## src/design/olde_pkg.sv

```systemverilog
package olde_pkg;

  localparam int CAPACITY_DEF = 64;
  localparam int VALUE_W      = 32;
  localparam int POS_W        = 6;
  localparam int STATUS_W     = 3;
  localparam int COUNT_W      = 7;

  typedef enum logic [1:0] {
    OP_INS_FRONT = 2'd0,
    OP_INS_REAR  = 2'd1,
    OP_DELETE    = 2'd2,
    OP_SEARCH    = 2'd3
  } op_t;

  typedef enum logic [STATUS_W-1:0] {
    ST_OK       = 3'd0,
    ST_EMPTY    = 3'd1,
    ST_BADPOS   = 3'd2,
    ST_NOTFOUND = 3'd3,
    ST_FULL     = 3'd4
  } status_t;

  typedef struct packed {
    op_t                       op;
    logic signed [VALUE_W-1:0] value;
    logic [POS_W-1:0]          position;
  } in_req_t;

  typedef struct packed {
    logic [STATUS_W-1:0] status;
    logic [POS_W-1:0]    found_position;
    logic [COUNT_W-1:0]  count;
  } out_rsp_t;

  // Commands from the controller to the datapath.
  typedef struct packed {
    logic    load_req;
    logic    ins_front;
    logic    ins_rear;
    logic    del_head;
    logic    count_dec;
    logic    idx_from_pos;
    logic    idx_clear;
    logic    shift_rd;
    logic    shift_wr;
    logic    srch_step;
    logic    set_result;
    logic    found_take;
    status_t res_status;
    logic    out_load;
  } olde_cmd_t;

  // Status from the datapath to the controller.
  typedef struct packed {
    op_t  op;
    logic full;
    logic empty;
    logic pos_bad;
    logic pos_zero;
    logic shift_more;
    logic srch_hit;
    logic srch_end;
    logic out_busy;
  } olde_sts_t;

endpackage

```

## src/design/olde_datapath.sv

```systemverilog
module olde_datapath #(
  parameter int CAPACITY = olde_pkg::CAPACITY_DEF
) (
  input  logic                clk,
  input  logic                rst_n,
  input  olde_pkg::in_req_t   in_data,
  input  olde_pkg::olde_cmd_t cmd,
  output olde_pkg::olde_sts_t sts,
  output logic                out_valid,
  input  logic                out_stall,
  output olde_pkg::out_rsp_t  out_data
);
  import olde_pkg::*;

  localparam int IDX_W = (CAPACITY > 1) ? $clog2(CAPACITY) : 1;
  localparam int CNT_W = $clog2(CAPACITY + 1);
  localparam int SUM_W = CNT_W + 1;
  localparam int CMP_W = CNT_W + POS_W;

  logic [VALUE_W-1:0] mem [CAPACITY];

  in_req_t             req_r;
  logic [IDX_W-1:0]    head_r, head_nxt;
  logic [CNT_W-1:0]    count_r, count_nxt;
  logic [CNT_W-1:0]    idx_r, idx_nxt;
  logic                cmp_vld_r, cmp_vld_nxt;
  logic [CNT_W-1:0]    cmp_idx_r;
  logic [VALUE_W-1:0]  rdata_r;
  status_t             res_status_r;
  logic [POS_W-1:0]    res_found_r;
  logic                out_valid_r, out_valid_nxt;
  out_rsp_t            out_data_r;

  logic [CNT_W-1:0]    idx_inc;
  logic                idx_lt_cnt;
  logic [CNT_W-1:0]    rd_idx;
  logic [IDX_W-1:0]    raddr, waddr, head_dec;
  logic [VALUE_W-1:0]  wdata;
  logic                re, we;

  // Ring slot of a logical entry index relative to the head.
  function automatic logic [IDX_W-1:0] slot_of(input logic [IDX_W-1:0] head,
                                                input logic [CNT_W-1:0] idx);
    logic [SUM_W-1:0] s;
    s = SUM_W'(head) + SUM_W'(idx);
    if (s >= SUM_W'(CAPACITY)) begin
      s = s - SUM_W'(CAPACITY);
    end
    return s[IDX_W-1:0];
  endfunction

  assign idx_inc    = idx_r + CNT_W'(1);
  assign idx_lt_cnt = idx_r < count_r;
  assign head_dec   = (head_r == '0) ? IDX_W'(CAPACITY - 1) : head_r - IDX_W'(1);

  assign rd_idx = cmd.shift_rd ? idx_inc : idx_r;
  assign raddr  = slot_of(head_r, rd_idx);
  assign re     = cmd.shift_rd | (cmd.srch_step & idx_lt_cnt);

  always_comb begin
    if (cmd.ins_front) begin
      waddr = head_dec;
    end else if (cmd.ins_rear) begin
      waddr = slot_of(head_r, count_r);
    end else begin
      waddr = slot_of(head_r, idx_r);
    end
  end

  assign wdata = cmd.shift_wr ? rdata_r : $unsigned(req_r.value);
  assign we    = cmd.ins_front | cmd.ins_rear | cmd.shift_wr;

  always_comb begin
    head_nxt = head_r;
    if (cmd.ins_front) begin
      head_nxt = head_dec;
    end else if (cmd.del_head) begin
      head_nxt = slot_of(head_r, CNT_W'(1));
    end
  end

  always_comb begin
    count_nxt = count_r;
    if (cmd.ins_front | cmd.ins_rear) begin
      count_nxt = count_r + CNT_W'(1);
    end else if (cmd.del_head | cmd.count_dec) begin
      count_nxt = count_r - CNT_W'(1);
    end
  end

  always_comb begin
    idx_nxt = idx_r;
    if (cmd.idx_from_pos) begin
      idx_nxt = CNT_W'(req_r.position);
    end else if (cmd.idx_clear) begin
      idx_nxt = '0;
    end else if (cmd.shift_wr | (cmd.srch_step & idx_lt_cnt)) begin
      idx_nxt = idx_inc;
    end
  end

  assign cmp_vld_nxt   = cmd.srch_step & idx_lt_cnt;
  assign out_valid_nxt = cmd.out_load | (out_valid_r & out_stall);

  always_ff @(posedge clk) begin
    if (!rst_n) begin
      head_r      <= '0;
      count_r     <= '0;
      idx_r       <= '0;
      cmp_vld_r   <= 1'b0;
      out_valid_r <= 1'b0;
    end else begin
      head_r      <= head_nxt;
      count_r     <= count_nxt;
      idx_r       <= idx_nxt;
      cmp_vld_r   <= cmp_vld_nxt;
      out_valid_r <= out_valid_nxt;
    end
  end

  always_ff @(posedge clk) begin
    if (cmd.load_req) begin
      req_r <= in_data;
    end
    if (cmp_vld_nxt) begin
      cmp_idx_r <= idx_r;
    end
    if (cmd.set_result) begin
      res_status_r <= cmd.res_status;
      res_found_r  <= cmd.found_take ? POS_W'(cmp_idx_r) : '0;
    end
    if (cmd.out_load) begin
      out_data_r.status         <= res_status_r;
      out_data_r.found_position <= res_found_r;
      out_data_r.count          <= COUNT_W'(count_r);
    end
  end

  // Entry store: one write port, one registered read port.
  always_ff @(posedge clk) begin
    if (we) begin
      mem[waddr] <= wdata;
    end
    if (re) begin
      rdata_r <= mem[raddr];
    end
  end

  assign sts.op         = req_r.op;
  assign sts.full       = count_r == CNT_W'(CAPACITY);
  assign sts.empty      = count_r == '0;
  assign sts.pos_bad    = CMP_W'(req_r.position) >= CMP_W'(count_r);
  assign sts.pos_zero   = req_r.position == '0;
  assign sts.shift_more = (SUM_W'(idx_r) + SUM_W'(1)) < SUM_W'(count_r);
  assign sts.srch_hit   = cmp_vld_r && (rdata_r == $unsigned(req_r.value));
  assign sts.srch_end   = !cmp_vld_r && !idx_lt_cnt;
  assign sts.out_busy   = out_valid_r & out_stall;

  assign out_valid = out_valid_r;
  assign out_data  = out_data_r;

endmodule

```

## src/design/olde_ctrl.sv

```systemverilog
module olde_ctrl (
  input  logic                clk,
  input  logic                rst_n,
  input  logic                in_valid,
  output logic                in_stall,
  output olde_pkg::olde_cmd_t cmd,
  input  olde_pkg::olde_sts_t sts
);
  import olde_pkg::*;

  typedef enum logic [5:0] {
    S_IDLE     = 6'b000001,
    S_DECIDE   = 6'b000010,
    S_SHIFT_RD = 6'b000100,
    S_SHIFT_WR = 6'b001000,
    S_SRCH     = 6'b010000,
    S_RESULT   = 6'b100000
  } state_t;

  state_t state_r, state_nxt;

  assign in_stall = (state_r != S_IDLE);

  always_comb begin
    cmd       = '0;
    state_nxt = state_r;
    case (state_r)
      S_IDLE: begin
        if (in_valid) begin
          cmd.load_req = 1'b1;
          state_nxt    = S_DECIDE;
        end
      end
      S_DECIDE: begin
        cmd.set_result = 1'b1;
        cmd.res_status = ST_OK;
        state_nxt      = S_RESULT;
        case (sts.op)
          OP_INS_FRONT, OP_INS_REAR: begin
            if (sts.full) begin
              cmd.res_status = ST_FULL;
            end else if (sts.op == OP_INS_FRONT) begin
              cmd.ins_front = 1'b1;
            end else begin
              cmd.ins_rear = 1'b1;
            end
          end
          OP_DELETE: begin
            if (sts.empty) begin
              cmd.res_status = ST_EMPTY;
            end else if (sts.pos_bad) begin
              cmd.res_status = ST_BADPOS;
            end else if (sts.pos_zero) begin
              cmd.del_head = 1'b1;
            end else begin
              cmd.set_result   = 1'b0;
              cmd.idx_from_pos = 1'b1;
              state_nxt        = S_SHIFT_RD;
            end
          end
          OP_SEARCH: begin
            if (sts.empty) begin
              cmd.res_status = ST_EMPTY;
            end else begin
              cmd.set_result = 1'b0;
              cmd.idx_clear  = 1'b1;
              state_nxt      = S_SRCH;
            end
          end
          default: begin
            state_nxt = S_IDLE;
          end
        endcase
      end
      S_SHIFT_RD: begin
        if (sts.shift_more) begin
          cmd.shift_rd = 1'b1;
          state_nxt    = S_SHIFT_WR;
        end else begin
          cmd.count_dec  = 1'b1;
          cmd.set_result = 1'b1;
          cmd.res_status = ST_OK;
          state_nxt      = S_RESULT;
        end
      end
      S_SHIFT_WR: begin
        cmd.shift_wr = 1'b1;
        state_nxt    = S_SHIFT_RD;
      end
      S_SRCH: begin
        if (sts.srch_hit) begin
          cmd.set_result = 1'b1;
          cmd.found_take = 1'b1;
          cmd.res_status = ST_OK;
          state_nxt      = S_RESULT;
        end else if (sts.srch_end) begin
          cmd.set_result = 1'b1;
          cmd.res_status = ST_NOTFOUND;
          state_nxt      = S_RESULT;
        end else begin
          cmd.srch_step = 1'b1;
        end
      end
      S_RESULT: begin
        if (!sts.out_busy) begin
          cmd.out_load = 1'b1;
          state_nxt    = S_IDLE;
        end
      end
      default: begin
        state_nxt = S_IDLE;
      end
    endcase
  end

  always_ff @(posedge clk) begin
    if (!rst_n) begin
      state_r <= S_IDLE;
    end else begin
      state_r <= state_nxt;
    end
  end

endmodule

```

## src/design/ordered_list_deque_engine.sv

```systemverilog
// Channel  | Direction | Handshake         | Payload
// ---------+-----------+-------------------+--------------------------------------
// in_      | input     | in_valid/in_stall | in_data: op, value, position
// out_     | output    | out_valid/out_stall | out_data: status, found_position, count
//
// One request is worked on at a time. Inserts, head deletes and every refused
// or empty case go from decode straight to the result state. A delete at
// nonzero position p moves each entry behind p one place toward the head;
// each moved entry needs one read and one write on the entry store. A search
// reads the entries from the head, one store read per cycle, until a match or
// the end of the list. Reset clears the head, the count and all control; the
// entry store needs no clearing pass. A stalled result waits in the output
// register while the next request is already accepted and worked on.
module ordered_list_deque_engine #(
  parameter int CAPACITY = olde_pkg::CAPACITY_DEF
) (
  input  logic               clk,
  input  logic               rst_n,
  input  logic               in_valid,
  output logic               in_stall,
  input  olde_pkg::in_req_t  in_data,
  output logic               out_valid,
  input  logic               out_stall,
  output olde_pkg::out_rsp_t out_data
);
  import olde_pkg::*;

  // Commands and status between the sequencer and the store datapath.
  olde_cmd_t cmd;
  olde_sts_t sts;

  // The controller walks each request through decode, the shift loop of a
  // positional delete or the scan of a search, and the hand-off to the
  // output register.
  olde_ctrl u_ctrl (
    .clk      (clk),
    .rst_n    (rst_n),
    .in_valid (in_valid),
    .in_stall (in_stall),
    .cmd      (cmd),
    .sts      (sts)
  );

  // The datapath holds the ring store, the head and count registers, the
  // walk index, and the result and output registers.
  olde_datapath #(
    .CAPACITY (CAPACITY)
  ) u_dp (
    .clk       (clk),
    .rst_n     (rst_n),
    .in_data   (in_data),
    .cmd       (cmd),
    .sts       (sts),
    .out_valid (out_valid),
    .out_stall (out_stall),
    .out_data  (out_data)
  );

endmodule

```

## config.mk

```make
export PLATFORM = sky130hd
export DESIGN_NAME = ordered_list_deque_engine
export DESIGN_NICKNAME = d
export VERILOG_FILES = /design/src/design/olde_pkg.sv /design/src/design/olde_datapath.sv /design/src/design/olde_ctrl.sv /design/src/design/ordered_list_deque_engine.sv
export SDC_FILE = /design/constraint.sdc
export NUM_CORES = 2
export LEC_CHECK = 0
export BUFFER_PORTS_ARGS = -buffer_cell sky130_fd_sc_hd__buf_2
export CAP_MARGIN = 20
export CORE_MARGIN = 8
export CORE_UTILIZATION = 59
export CTS_CLUSTER_DIAMETER = 60
export DETAILED_ROUTE_END_ITERATION = 10
export PLACE_DENSITY_LB_ADDON = 0.25
export SLEW_MARGIN = 30
export SYNTH_ARGS = -nofsm -noshare
export SYNTH_HDL_FRONTEND = slang
export SYNTH_SLANG_ARGS = --single-unit
```

## constraint.sdc

```tcl
create_clock -name clk -period 16.1 [get_ports clk]
set_input_delay 0.805 -clock clk [delete_from_list [all_inputs] [get_ports clk]]
set_output_delay 0.805 -clock clk [all_outputs]
set_load 0.005 [all_outputs]
```

== Word level (Yosys, flattened, before mapping) ==
Memories as Yosys holds them, arrays and structs flattened. A register that Yosys moved wholly into a read port is not among the register bits.
Cells that the tools add are included.

* Register bits after elaboration: 99
* Input port bits: 44
* Memories: 1
* RAM bits: 2048
* Output and inout port bits: 18
* Logic and storage cells: 149

{| class="wikitable"
|+ Memory list
! name !! words !! width !! rd ports !! clocked after memory_dff !! write ports !! RTL line !! RTL
|-
| u_dp.mem || 64 || 32 || 1 || 1 || 1 || olde_datapath.sv:20 || <nowiki>logic [VALUE_W-1:0] mem [CAPACITY];</nowiki>
|}

* Eq/ne operators: 15
* Mux-type cells: 74
* $lt $le $gt $ge: 7
* Add/subtract/negate cells: 13
* Bitwise gates (word level): 9
* Reduce and logical (&&, ||, !) cells: 14

{| class="wikitable"
|+ Operators by type and width
! kind !! number
|-
| $mux 6 || 21
|-
| $pmux 6 s6 || 1
|-
| $mux 1 || 34
|-
| $eq 32x32->1 || 1
|-
| $mux 32 || 1
|-
| $sub 6x1->6 const B || 5
|-
| $add 6x7->8 || 3
|-
| $ge 8x7->1 const B || 3
|-
| $mux 7 || 3
|-
| $add 7x1->7 const B || 2
|-
| $logic_not 6->1 || 2
|-
| $mux 3 || 4
|-
| $pmux 6 s2 || 1
|-
| $mux 2 || 5
|-
| $pmux 3 s3 || 1
|-
| $add 7x1->8 const B || 1
|-
| $lt 8x7->1 || 1
|-
| $add 6x1->7 const B || 1
|-
| $eq 7x7->1 const B || 1
|-
| $ge 6x7->1 || 1
|-
| $ge 7x7->1 const B || 1
|-
| $logic_not 7->1 || 1
|-
| $lt 7x7->1 || 1
|-
| $sub 7x1->7 const B || 1
|-
| other kinds (25) || 36
|}

== Depth between registers and ports, before layout ==
* Word-level depth: 11
* Mapped depth: 21
* Mapped depth without buffers: 18

== Cells and area by module ==
A second synthesis with hierarchy kept.

* Cell total of the unflattened synthesis: 3613
* Area, all modules: 85034.1 sq um

{| class="wikitable"
|+ Modules (own cells, without submodules)
! module !! times used !! cells an instance !! sequential area each (sq um) !! area an instance (sq um)
|-
| olde_datapath || 1 || 3550 || 65032.4 || 84524.8
|-
| olde_ctrl || 1 || 63 || 120.1 || 509.2
|}

== Worst setup path before layout ==
OpenSTA, ideal clock, no wires.

* Path kind: register to register
* Start: reg u_dp.idx_r[1]
* End: reg u_dp.rdata_r[10], read port of u_dp.mem (data pin)
* Library setup time: 0.279 ns
* Arrival: 5.002 ns
* Buffers on the path: 4
* Stages on the path, launching flop included: 19
* Slack: 10.819 ns
* Required time: 15.821 ns
* Period minus slack after synthesis: 5.281 ns
* Cells stage by stage: dfxtp_1 > ha_1 > and3_1 > clkbuf_1 > nand3_1 > xnor2_1 > ha_1 > a21oi_1 > o21ai_0 > nor4b_4 > mux2_2 > fa_1 > clkbuf_1 > clkbuf_1 > clkbuf_1 > mux4_2 > mux4_2 > mux2i_1 > mux2i_1

* Elaborated cells on any way between the ends: 18
* Those cells by class: add/sub: 4; order compare: 3; mux: 7; bitwise: 2; reduce/logical: 2

{| class="wikitable"
|+ RTL lines
! what !! RTL line !! RTL
|-
| start, declared || olde_datapath.sv:25 || <nowiki>logic [CNT_W-1:0] idx_r, idx_nxt;</nowiki>
|-
| start signal, assigned || olde_datapath.sv:115 || <nowiki>idx_r <= idx_nxt;</nowiki>
|-
| $add 7x1->7 || olde_datapath.sv:52 || <nowiki>assign idx_inc = idx_r + CNT_W'(1);</nowiki>
|-
| net u_dp.idx_inc[6] || olde_datapath.sv:34 || <nowiki>logic [CNT_W-1:0] idx_inc;</nowiki>
|-
| $mux 7 || olde_datapath.sv:56 || <nowiki>assign rd_idx = cmd.shift_rd ? idx_inc : idx_r;</nowiki>
|-
| $add 6x7->8 || olde_datapath.sv:45 || <nowiki>s = SUM_W'(head) + SUM_W'(idx);</nowiki>
|-
| $ge 8x7->1 || olde_datapath.sv:46 || <nowiki>if (s >= SUM_W'(CAPACITY)) begin</nowiki>
|-
| $mux 6 || olde_datapath.sv:46 ||
|-
| end, declared || olde_datapath.sv:28 || <nowiki>logic [VALUE_W-1:0] rdata_r;</nowiki>
|}

The timed path passes the listed nets, and every way through them passes these cells.
A chain may end at the register's enable or synchronous reset.

== Worst setup path after layout ==
* Start: reg u_dp.idx_r[0]
* End: reg u_dp.rdata_r[15], read port of u_dp.mem (data pin)

The elaborated chain is that of the path after synthesis.

==> metrics.md <==
| Metric | Value |
|---|---|
| Outcome | `finished, final reports clean` |
| Die Wd | `396.1 um` |
| HPWL Detailed | `109200 um` |
| RSZ-0062 raised after global routing | `false` |
| Syn Nets | `3738` |
| Worst path required time | `16.67 ns` |
| Finished Core Util | `66.32%` |
| ANT nets after route | `0` |
| # fillers | `8759` |
| Critical path cell sequence | `ha_1 > and3_1 > nand3_1 > xnor2_1 > ha_1 > a21oi_1 > o21ai_0 > nor4b_4 > xor2_1 > ha_4 > buf_12 > buf_16 > buf_4 > buf_6 > mux4_2 > mux4_2 > mux2i_1 > mux2i_1` |
| Via count | `40.71k` |
| Worst vdd ir | `0.1079 mV` |
| Layout cell share with drive strength beyond 1 | `31.08%` |
| Final Setup Violations | `0` |
| Crit start category | `flop` |
| Synth top area share | `75.79%` |
| Drt wl/cell | `35.87 um` |
| Met3 WL | `25640 um` |
| Final Wtd Congestion | `0.9012` |
| Placed cells | `5554` |
| Final hold vios | `0` |
| P&R area growth vs syn | `11.66%` |
| Total Routing Usage GR | `26.95%` |
| Worst hold margin | `0.1362 ns` |
| Vias in the first global route | `40.36k` |
| Cell row count | `139` |
| CTS clock-pin slew for the worst setup and hold paths | `0.06 ns` |
| Max Clock Skew | `0.02965 ns` |
| PortBufs | `61` |
| Worst path top cell family by delay | `buffers and inverters` |
| Hold Path Stages | `1` |
| CTS tree | `done` |
| WL met2 | `99120 um` |
| Worst Hold Class | `input pin to flop` |
| Power, Total | `11.22 mW` |
| Synth Flop Type | `edfxtp_1` |
| Async S/R FF share, synth | `0%` |
| Worst path max stage delay | `0.89 ns` |
| Post-synth top area cell | `edfxtp_1` |
| Mapped Cells | `3654` |
| Unique cell type count in the Yosys netlist | `80` |
| DRT Wirelength | `212800 um` |
| Ports | `62` |
| Top Metal Used | `met4` |
| GRT overflow | `0` |
| RR Startpoint | `u_dp.idx_r[0]` |
| DIE HEIGHT | `396.1 um` |
| Core area | `143500 um2` |
| Sequential area share after synthesis | `76.45%` |
| Via density | `6.863` |
| Slew Viols, Final | `0` |
| Buf/Inv on CP | `4` |
| Setup_tns | `0 ns` |
| Crit Path Class | `flop to flop` |
| Tcrit/Tclk final | `51.89%` |
| Hold_buf cts | `0` |
| Worst Reg-to-Reg Cells | `18` |
| Slew HR | `31.78%` |
| DIE AREA | `156900 um2` |
| CP Capture Type | `flop` |
| Avg Cell Area, Syn | `23.32 um2` |
| First-pass iteration count of the detailed router | `7` |
| HP Start | `in_data[31]` |
| Actual slew at the worst max-slew pin | `0.9949 ns` |
| Largest cells by area after synthesis | `edfxtp_1 (76%), mux4_2 (17%), mux2i_1 (1.2%)` |
| CP Max Fanout | `74` |
| Worst hold endpoint | `u_dp.req_r[31]` |
| Clock buffer depth | `3` |
| Worst skew pair latency | `0.85 ns` |
| FMAX | `119.7 MHz` |
| Post-route cell area | `95160 um2` |
| Setup Fix Bufs, Post-CTS | `0` |
| Post-layout min period | `8.354 ns` |
| Post-synth EDFFs | `2151` |
| Nets | `3944` |
| Number of max-cap violations | `0` |
| Slowest-stage cell, CP | `ha_4` |
| Largest net degree at the start of global routing | `150` |
| Placed cell areas | `88620 um2` |
| Post-cts sizing count | `0` |
| CTS root buf | `clkbuf_16` |
| Seq cells post-synth | `2179` |
| Initial drt markers | `5834` |
| Clock Sinks | `2179` |
| Yosys warnings | `0` |
| H-tree Lvls | `4` |
| Power per cell area | `117.9 nW/um2` |
| Final non-filler cell total | `5932` |
| Initial Util | `59.40%` |
| Drt drc | `0` |
| Met1 WL | `80260 um` |
| Mapped Area | `85220 um2` |
| Pre-CTS setup slack | `7.762 ns` |
| Worst setup margin | `7.746 ns` |
| Reg2reg end | `u_dp.rdata_r[15]` |
| Num CTS Buffers | `206` |
| R2R Setup Slk | `7.75 ns` |
| Worst EP arrival | `8.92 ns` |
| Lkg Pwr | `29.34 nW` |
| Initial antenna violation count | `4` |
| First-pass GRT wire length | `298900 um` |
## cells in the final DEF, fill, tap and decap left out, types with 28 or more instances in the layout
cell type	count
buf_4	105
clkbuf_16	207
mux4_2	640
nor2_4	64
mux2i_1	97
edfxtp_1	2151
clkinv_2	38
nand2_1	63
buf_2	61
dfxtp_1	28
clkinv_1	49
ha_1	36
clkbuf_1	45
a21oi_1	31
nor2_1	36
xnor2_1	44
## report_power, final
part / internal [mW] / total, mW / switching [mW]
logic: 0.0640 / 0.246 / 0.182
clock network: 2.62 / 4.70 / 2.09
registers: 6.26 / 6.28 / 0.0146
## routing by layer
| layer | GRT usage (%) | up-vias |
|---|---|---|
| met5 | 0 | - |
| met1 | 38.57 | 21530 |
| met2 | 41.40 | 2800 |
| met4 | 8.938 | 0 |
| met3 | 6.814 | 399 |
| li1 | - | 15980 |
## worst reg2reg max path, stage by stage, from the launching register on
cell and delay (ns):
dfxtp_1 0.54, ha_1 0.31, and3_1 0.29, nand3_1 0.19
xnor2_1 0.18, ha_1 0.32, a21oi_1 0.15, o21ai_0 0.19
nor4b_4 0.53, xor2_1 0.20, ha_4 0.89, buf_12 0.40
buf_16 0.52, buf_4 0.85, buf_6 0.70, mux4_2 0.64
mux4_2 0.47, mux2i_1 0.55, mux2i_1 0.15
## area by class of cell
| type | count | area [um2] | share of cell area [%] |
|---|---|---|---|
| flip-flops and latches | 2179 | 65150 | 68.46 |
| inverters | 25 | 93.84 | 0.09861 |
| multi-input cells | 1271 | 19730 | 20.73 |
| diodes | 1 | 2.502 | 0.002630 |
| repair buffers | 177 | 1295 | 1.361 |
| well taps | 1903 | 2381 | 2.502 |
| clock buffers | 252 | 5349 | 5.621 |
| clock inverters | 124 | 1159 | 1.218 |
## Yosys cell counts (3+ instances only)
| master | count |
|---|---|
| edfxtp_1 | 2151 |
| mux4_2 | 640 |
| clkbuf_1 | 106 |
| mux2i_1 | 101 |
| nor2_1 | 100 |
| nand2_1 | 63 |
| xnor2_1 | 47 |
| buf_2 | 43 |
| ha_1 | 37 |
| mux2_2 | 34 |
| a21oi_1 | 31 |
| dfxtp_1 | 28 |
| o21ai_0 | 26 |
| inv_1 | 25 |
| buf_1 | 20 |
| nand3_1 | 14 |
| nand4_1 | 14 |
| xor2_1 | 14 |
| and2_1 | 12 |
| nor3_1 | 12 |
| and3_1 | 9 |
| a21o_1 | 8 |
| buf_12 | 7 |
| or2_2 | 7 |
| a31oi_1 | 5 |
| nand2b_1 | 5 |
| nor3_2 | 4 |
| o31ai_1 | 4 |
| or3_1 | 4 |
| a211oi_1 | 3 |
| a21oi_2 | 3 |
| fa_1 | 3 |
| nor2b_1 | 3 |
| nor4_1 | 3 |
| o21a_1 | 3 |
| o221a_2 | 3 |
| o32ai_1 | 3 |
## sequential cells by signal (all words and copies together) (netlist names)
register,count
u_dp.mem,2048
u_dp.req_r,38
u_dp.rdata_r,32
u_dp.out_data,16
u_dp.count_r,7
u_dp.idx_r,7
u_ctrl.state_r,6
u_dp.cmp_idx_r,6
u_dp.head_r,6
u_dp.res_found_r,6
u_dp.res_status_r,3
u_dp.sts,2
u_dp.cmp_vld_r,1
u_dp.out_valid,1
## how the worst max path moves through the flow
stage,from,to,cells after the start,slack [ns]
after global routing,u_dp.idx_r[0],u_dp.rdata_r[15],18,7.13
after floorplan,u_dp.idx_r[1],u_dp.rdata_r[10],18,10.82
final,u_dp.idx_r[0],u_dp.rdata_r[15],18,7.75
after global placement,u_dp.idx_r[0],u_dp.rdata_r[15],17,7.50
after detailed placement,u_dp.idx_r[0],u_dp.rdata_r[15],17,7.76
after CTS,u_dp.idx_r[0],u_dp.rdata_r[15],17,7.73
## cells by family after synthesis
logic type	count (synthesis)	synth area share [%]
xor+xnor	62	0.6548
mux	775	18.55
simple gates	267	1.533
fa+ha+maj	40	0.6137
compound gates	127	1.097
flops	2179	76.45
buf+inv	204	1.105
(Power assumes the default switching activity.)
